`src/rtl/fbfl_pkg.sv`:
```
`default_nettype none

package fbfl_pkg;

	// Pool size default
	localparam int NUM_BLOCKS_DEF = 64;

	// Fixed field widths
	localparam int REQ_W    = 16;
	localparam int IDX_W    = 6;
	localparam int STATUS_W = 2;

	localparam logic [REQ_W-1:0] MAX_SIZE_RST = 16'd128;

	// Request opcodes
	localparam logic OP_ALLOC = 1'b0;
	localparam logic OP_FREE  = 1'b1;

	// Result status codes
	localparam logic [STATUS_W-1:0] STATUS_OK        = 2'd0;
	localparam logic [STATUS_W-1:0] STATUS_TOO_LARGE = 2'd1;
	localparam logic [STATUS_W-1:0] STATUS_EMPTY     = 2'd2;

	typedef enum logic [1:0] {
		ST_INIT,
		ST_IDLE,
		ST_POP
	} state_t;

endpackage

`default_nettype wire

```
`src/rtl/fbfl_link_ram.sv`:
```
`default_nettype none

// Next-link store: one write port, one read port, registered read data.
module fbfl_link_ram #(
	parameter int NUM_BLOCKS = fbfl_pkg::NUM_BLOCKS_DEF,
	parameter int ADDR_W     = $clog2(NUM_BLOCKS),
	parameter int LINK_W     = $clog2(NUM_BLOCKS + 1)
) (
	input  wire logic              clk,
	input  wire logic              we,
	input  wire logic [ADDR_W-1:0] waddr,
	input  wire logic [LINK_W-1:0] wdata,
	input  wire logic              re,
	input  wire logic [ADDR_W-1:0] raddr,
	output logic      [LINK_W-1:0] rdata
);

	logic [LINK_W-1:0] mem_q [NUM_BLOCKS];

	always_ff @(posedge clk) begin
		if (we) begin
			mem_q[waddr] <= wdata;
		end
	end

	always_ff @(posedge clk) begin
		if (re) begin
			rdata <= mem_q[raddr];
		end
	end

endmodule

`default_nettype wire

```
`src/rtl/fbfl_ctrl.sv`:
```
`default_nettype none

// Free-list sequencer: init sweep, push on free, pop through the link store.
module fbfl_ctrl #(
	parameter int NUM_BLOCKS = fbfl_pkg::NUM_BLOCKS_DEF,
	parameter int ADDR_W     = $clog2(NUM_BLOCKS),
	parameter int LINK_W     = $clog2(NUM_BLOCKS + 1)
) (
	input  wire logic                            clk,
	input  wire logic                            arst_n,
	input  wire logic                            start,
	input  wire logic                            op,
	input  wire logic [fbfl_pkg::REQ_W-1:0]      request_size,
	input  wire logic [fbfl_pkg::IDX_W-1:0]      block_index,
	input  wire logic [fbfl_pkg::REQ_W-1:0]      max_size,
	output logic                                 busy,
	output logic                                 done,
	output logic      [fbfl_pkg::STATUS_W-1:0]   status,
	output logic      [fbfl_pkg::IDX_W-1:0]      granted_index,
	output logic      [fbfl_pkg::REQ_W-1:0]      granted_size,
	output logic                                 mem_we,
	output logic      [ADDR_W-1:0]               mem_waddr,
	output logic      [LINK_W-1:0]               mem_wdata,
	output logic                                 mem_re,
	output logic      [ADDR_W-1:0]               mem_raddr,
	input  wire logic [LINK_W-1:0]               mem_rdata
);

	fbfl_pkg::state_t state_q, state_d;

	logic [LINK_W-1:0]               head_q, head_d;
	logic [ADDR_W-1:0]               init_cnt_q, init_cnt_d;
	logic                            done_q, done_d;
	logic [fbfl_pkg::STATUS_W-1:0]   status_q, status_d;
	logic [fbfl_pkg::IDX_W-1:0]      gidx_q, gidx_d;
	logic [fbfl_pkg::REQ_W-1:0]      gsize_q, gsize_d;

	logic accept;
	logic list_empty;
	logic blk_in_pool;

	assign busy        = (state_q != fbfl_pkg::ST_IDLE);
	assign accept      = start && !busy;
	assign list_empty  = (32'(head_q) >= NUM_BLOCKS);
	assign blk_in_pool = (32'(block_index) < NUM_BLOCKS);

	always_ff @(posedge clk or negedge arst_n) begin
		if (!arst_n) begin
			state_q    <= fbfl_pkg::ST_INIT;
			head_q     <= '0;
			init_cnt_q <= '0;
			done_q     <= 1'b0;
		end else begin
			state_q    <= state_d;
			head_q     <= head_d;
			init_cnt_q <= init_cnt_d;
			done_q     <= done_d;
		end
	end

	always_ff @(posedge clk) begin
		status_q <= status_d;
		gidx_q   <= gidx_d;
		gsize_q  <= gsize_d;
	end

	always_comb begin
		state_d    = state_q;
		head_d     = head_q;
		init_cnt_d = init_cnt_q;
		done_d     = 1'b0;
		status_d   = status_q;
		gidx_d     = gidx_q;
		gsize_d    = gsize_q;
		mem_we     = 1'b0;
		mem_waddr  = init_cnt_q;
		mem_wdata  = LINK_W'(init_cnt_q) + LINK_W'(1);
		mem_re     = 1'b0;
		mem_raddr  = head_q[ADDR_W-1:0];

		case (state_q)
			fbfl_pkg::ST_INIT: begin
				// chain entry i to i+1; the last one gets the null link
				mem_we     = 1'b1;
				init_cnt_d = init_cnt_q + ADDR_W'(1);
				if (init_cnt_q == ADDR_W'(NUM_BLOCKS - 1)) begin
					state_d = fbfl_pkg::ST_IDLE;
				end
			end
			fbfl_pkg::ST_IDLE: begin
				if (accept) begin
					gidx_d  = '0;
					gsize_d = '0;
					if (op == fbfl_pkg::OP_FREE) begin
						done_d   = 1'b1;
						status_d = fbfl_pkg::STATUS_OK;
						if (blk_in_pool) begin
							mem_we    = 1'b1;
							mem_waddr = ADDR_W'(block_index);
							mem_wdata = head_q;
							head_d    = LINK_W'(block_index);
						end
					end else if (request_size > max_size) begin
						done_d   = 1'b1;
						status_d = fbfl_pkg::STATUS_TOO_LARGE;
					end else if (list_empty) begin
						done_d   = 1'b1;
						status_d = fbfl_pkg::STATUS_EMPTY;
					end else begin
						mem_re  = 1'b1;
						state_d = fbfl_pkg::ST_POP;
					end
				end
			end
			fbfl_pkg::ST_POP: begin
				head_d   = mem_rdata;
				done_d   = 1'b1;
				status_d = fbfl_pkg::STATUS_OK;
				gidx_d   = fbfl_pkg::IDX_W'(head_q);
				gsize_d  = max_size;
				state_d  = fbfl_pkg::ST_IDLE;
			end
			default: begin
				state_d = fbfl_pkg::ST_IDLE;
			end
		endcase
	end

	assign done          = done_q;
	assign status        = status_q;
	assign granted_index = gidx_q;
	assign granted_size  = gsize_q;

`ifndef SYNTHESIS
	a_pop_finishes: assert property (@(posedge clk) disable iff (!arst_n)
		(state_q == fbfl_pkg::ST_POP) |=> (state_q == fbfl_pkg::ST_IDLE) && done_q)
		else $error("pop did not complete in one cycle");

	a_head_bounded: assert property (@(posedge clk) disable iff (!arst_n)
		(32'(head_q) <= NUM_BLOCKS))
		else $error("list head beyond null link");

	a_free_result: assert property (@(posedge clk) disable iff (!arst_n)
		(accept && (op == fbfl_pkg::OP_FREE)) |=>
		done_q && (status_q == fbfl_pkg::STATUS_OK) && (gidx_q == '0) && (gsize_q == '0))
		else $error("free request gave wrong result");

	a_done_source: assert property (@(posedge clk) disable iff (!arst_n)
		done_q |-> $past(accept) || $past(state_q == fbfl_pkg::ST_POP))
		else $error("result strobe without request");
`endif

endmodule

`default_nettype wire

```
`src/rtl/fixed_block_free_list_allocator_unit.sv`:
```
// Channel  | Handshake            | Payload
// ---------+----------------------+-----------------------------------------
// request  | start / busy         | op, request_size, block_index
// result   | done (one-cycle)     | status, granted_index, granted_size
// config   | cfg_we               | cfg_wdata (block size)
//
// Free, refused allocate: result in the cycle after the request; busy stays low.
// Granted allocate: result registered from ST_POP; busy is high for one cycle
//   while the registered link memory read returns the new head.
// Reset: head goes to block 0, then an init sweep of all NUM_BLOCKS entries
//   (64 by default) chains the link memory; busy is high for the whole sweep.
// The result side cannot stall: done marks each result for exactly one cycle.
`default_nettype none

module fixed_block_free_list_allocator_unit #(
	parameter int NUM_BLOCKS = fbfl_pkg::NUM_BLOCKS_DEF
) (
	input  wire logic                          clk,
	input  wire logic                          arst_n,
	// request
	input  wire logic                          start,
	output logic                               busy,
	input  wire logic                          op,
	input  wire logic [fbfl_pkg::REQ_W-1:0]    request_size,
	input  wire logic [fbfl_pkg::IDX_W-1:0]    block_index,
	// result
	output logic                               done,
	output logic      [fbfl_pkg::STATUS_W-1:0] status,
	output logic      [fbfl_pkg::IDX_W-1:0]    granted_index,
	output logic      [fbfl_pkg::REQ_W-1:0]    granted_size,
	// block size register
	input  wire logic                          cfg_we,
	input  wire logic [fbfl_pkg::REQ_W-1:0]    cfg_wdata
);

	localparam int ADDR_W = $clog2(NUM_BLOCKS);
	// one extra code for the null link
	localparam int LINK_W = $clog2(NUM_BLOCKS + 1);

	// block size; requests above it are refused
	logic [fbfl_pkg::REQ_W-1:0] max_size_q;

	logic              mem_we;
	logic [ADDR_W-1:0] mem_waddr;
	logic [LINK_W-1:0] mem_wdata;
	logic              mem_re;
	logic [ADDR_W-1:0] mem_raddr;
	logic [LINK_W-1:0] mem_rdata;

	always_ff @(posedge clk or negedge arst_n) begin
		if (!arst_n) begin
			max_size_q <= fbfl_pkg::MAX_SIZE_RST;
		end else if (cfg_we) begin
			max_size_q <= cfg_wdata;
		end
	end

	// sequencer: owns the head register and the result registers
	fbfl_ctrl #(
		.NUM_BLOCKS (NUM_BLOCKS),
		.ADDR_W     (ADDR_W),
		.LINK_W     (LINK_W)
	) u_ctrl (
		.clk           (clk),
		.arst_n        (arst_n),
		.start         (start),
		.op            (op),
		.request_size  (request_size),
		.block_index   (block_index),
		.max_size      (max_size_q),
		.busy          (busy),
		.done          (done),
		.status        (status),
		.granted_index (granted_index),
		.granted_size  (granted_size),
		.mem_we        (mem_we),
		.mem_waddr     (mem_waddr),
		.mem_wdata     (mem_wdata),
		.mem_re        (mem_re),
		.mem_raddr     (mem_raddr),
		.mem_rdata     (mem_rdata)
	);

	// per-block next link; null link is NUM_BLOCKS
	fbfl_link_ram #(
		.NUM_BLOCKS (NUM_BLOCKS),
		.ADDR_W     (ADDR_W),
		.LINK_W     (LINK_W)
	) u_link_ram (
		.clk   (clk),
		.we    (mem_we),
		.waddr (mem_waddr),
		.wdata (mem_wdata),
		.re    (mem_re),
		.raddr (mem_raddr),
		.rdata (mem_rdata)
	);

endmodule

`default_nettype wire
```
`config.mk`:
```
export PLATFORM = sky130hd
export DESIGN_NAME = fixed_block_free_list_allocator_unit
export DESIGN_NICKNAME = d
export VERILOG_FILES = /design/src/rtl/fbfl_pkg.sv /design/src/rtl/fbfl_link_ram.sv /design/src/rtl/fbfl_ctrl.sv /design/src/rtl/fixed_block_free_list_allocator_unit.sv
export SDC_FILE = /design/constraint.sdc
export NUM_CORES = 1
export LEC_CHECK = 0
export BUFFER_PORTS_ARGS = -buffer_cell sky130_fd_sc_hd__buf_2
export CORE_MARGIN = 2
export CORE_UTILIZATION = 61
export CTS_CLUSTER_DIAMETER = 200
export DETAILED_ROUTE_END_ITERATION = 6
export HOLD_SLACK_MARGIN = 0.15
export PLACE_DENSITY_LB_ADDON = 0.05
export SYNTH_ARGS = -nofsm -noshare
export SYNTH_HDL_FRONTEND = slang
export SYNTH_SLANG_ARGS = --single-unit
```
`constraint.sdc`:
```
create_clock -name clk -period 12.3 [get_ports clk]
set_clock_uncertainty 0.15 [all_clocks]
set_input_delay 0.615 -clock clk [delete_from_list [all_inputs] [get_ports clk]]
set_output_delay 0.615 -clock clk [all_outputs]
set_load 0.01 [all_outputs]
```
==> reports/results.txt <==
ys flop type = edfxtp_1
failing checks = DRC
total congestion overflow = 0
Yosys reg bits = 511
All-Layer GR Usage = 26.0%
post-CTS sizing = 0
first-pass GRT wire length = 67200 um
Worst-Margin Slew = 1170 ps
clk sinks = 511
antenna violations before repair = 0
HP Class = primary input to register
Leak = 7.62 nW
register share of total power = 44.5%
Tot Pwr = 5.37 mW
DRT iter0 DRCs = 1239
I/O pins = 69
clock buffer depth = 3
via count = 10600
Setup Fix Bufs, Post-CTS = 0
Fillers = 2145
fin util = 69.2%
crit path kind = register to register
layout cells sized above 1 = 22.1%
crit path DAT = 3900 ps
CTS clk-pin slew, worst paths = 60 ps
Crit Path Max Fanout = 18
multi-input logic area = 4970 um^2
CP startpoint kind = register
vias in the first global route = 10700
RSZ-0062 raised after global routing = no
status = complete, but fails checks
mapped cell area = 20500 um^2
combinational group share of total power = 27.4%
Die Ht = 187 um
setup_tns = 0 ps
synth unique cells = 50
VDD IR max = 0.000192 V
clock share of power = 28.1%
crit-path cells = inv_1 > ha_1 > nand3_1 > o21ai_0 > nand2_1 > nor2_1
H-tree level count = 2
vias per inst = 6.27
Antenna Nets Post-Route = 0
sequential cell area = 15200 um^2
Worst path top cell family by delay = simple AND/OR/NAND/NOR gates
critical path endpoint category = register
Syn Area/Cell = 18.4 um^2
relative slew slack = 22.2%
core box area = 33300 um^2
largest net degree at the start of global routing = 65
TritonCTS clock tree = built
clk_lat worst skew = 570 ps
Slowest-stage cell, CP = o21ai_0
WP data required = 12340 ps
total CTS buffers = 50
Die ar. = 35100 um^2
sw power = 1.70 mW
Async SR Flop Fraction = 6.26%
Port Buf Inserts = 68
Placed Cells = 1584
Post-Syn Nets = 1174
Internal Power = 3.68 mW
Min Hold Slack = 186 ps
power density over cell area = 233 nW/um^2
crit share post-route = 31.4%
commonest non-fill, non-tap cell in the layout = edfxtp_1
DRC Markers = 1
Nets = 1266
MaxCap Viol Count = 0
max-slew violations = 0
Finished Layout Cells = 1691
gpl congestion = 0.916
final setup fails = 0
first drt pass iteration count = 7
Worst path max stage delay = 710 ps
n_diodes = 0
Die Width = 187 um
initial core utilization = 61.6%
post-synthesis sequential area ratio = 74.1%
EDFF count, synth = 479
maximum clock frequency = 259 MHz
Routed WL = 44700 um
post-DR wirelength/cell = 26.4 um
Hold Vio Cnt, Final = 0
Syn. warnings = 0
post-detail-place hpwl = 27500 um
# rows = 67
Cells after Synth = 1111
most frequent cells in the layout = 479 x edfxtp_1, 110 x mux4_2, 88 x nor2_1
area delta synth->final = 12.3%
clk root buf = clkbuf_16
hold_buf cts = 15
switching share of power = 31.6%
Buf/Inv on CP = 1
time the worst path needs with I/O delays and setup = 3860 ps
==> stage by stage <==
step | area [um^2] | setup slack, ps
after detailed placement | 21300 | 8530
after global routing | 23000 | 8250
after global placement | 21300 | 8650
final | 23000 | 8440
after floorplan | 20500 | 7550
after CTS | 23000 | 8490
==> area by class of cell <==
cell class	count	share of cell area (%)
Clock buffer	64	5.76
Clock inverter	28	1.24
Inverter	21	0.342
Multi-Input combinational cell	520	21.6
Sequential cell	511	66.0
Tap cell	448	2.43
Timing Repair Buffer	99	2.65
==> worst paths after layout <==
path	startpoint	to	slack [ps]	depth (start not counted)
setup / recovery	u_ctrl.state_q[1]$_DFFE_PN0P_	u_link_ram.mem_q[16][5]$_DFFE_PP_	8440	6
hold / removal	cfg_wdata[7]	max_size_q[7]$_DFFE_PN1P_	190	3
setup reg to reg	u_ctrl.state_q[1]$_DFFE_PN0P_	u_link_ram.mem_q[16][5]$_DFFE_PP_	8440	6
hold reg to reg	max_size_q[0]$_DFFE_PN0P_	max_size_q[0]$_DFFE_PN0P_	400	1
max in group asynchronous	arst_n	u_ctrl.head_q[0]$_DFFE_PN0P_	10860	2
min in group asynchronous	arst_n	u_ctrl.init_cnt_q[5]$_DFFE_PN0P_	540	2
==> power by group through the flow <==
stage	clock, mW	sequential, mW	combinational [mW]
floorplan	0	2.35	1.05
finish	1.51	2.39	1.47
CTS	1.53	2.39	1.48
global route	1.60	2.40	1.58
detailed placement	0	2.43	1.47
global placement	0	2.42	1.46
==> cell usage after synthesis (all sizes together), types with 5 or more instances <==
cell type | instances | share of area [%]
nand3b | 5 | 0.18
nor3 | 7 | 0.17
clkbuf | 35 | 0.64
inv | 20 | 0.37
and2 | 9 | 0.27
ha | 20 | 1.2
nand2 | 84 | 1.5
nand2b | 6 | 0.18
mux4 | 112 | 12
buf | 24 | 1.0
nor2 | 88 | 1.6
nor2b | 10 | 0.31
xnor2 | 5 | 0.21
nand3 | 10 | 0.24
nand4 | 6 | 0.18
a21oi | 16 | 0.39
o21ai | 38 | 0.93
a22oi | 42 | 1.5
mux2i | 10 | 0.49
o31ai | 6 | 0.22
dfrtp | 31 | 3.8
edfxtp | 479 | 70
==> logic make-up after synthesis <==
logic type,share of synthesized area (%)
buffers and inverters,2.04
adders and majority gates,1.22
and+or+nand+nor,4.98
AOI/OAI and AO/OA,4.32
muxes,12.9
DFF,74.1
xor gates and xnor gates,0.385
==> worst min-delay path, cell delays in order <==
cell     delay [ps]
buf_2            80
nand2_1          60
o21ai_0          90
==> flip-flops by register name, summed over array words and instances (netlist names) <==
signal	flops
u_link_ram.rdata	7
max_size_q	16
u_ctrl.granted_index	6
u_ctrl.done	1
u_ctrl.granted_size	16
u_ctrl.init_cnt_q	6
u_ctrl.state_q	2
u_ctrl.status	2
u_ctrl.head_q	7
u_link_ram.mem_q	448
==> layer usage <==
layer,up-vias,wire length [um],track usage (%)
met2,466,21700,41.1
met5,-,0,0
met3,67,3380,4.65
met1,5437,18600,38.3
li1,4635,-,-
met4,0,976,6.93
Note: power is estimated with default switching activity, not from simulation.
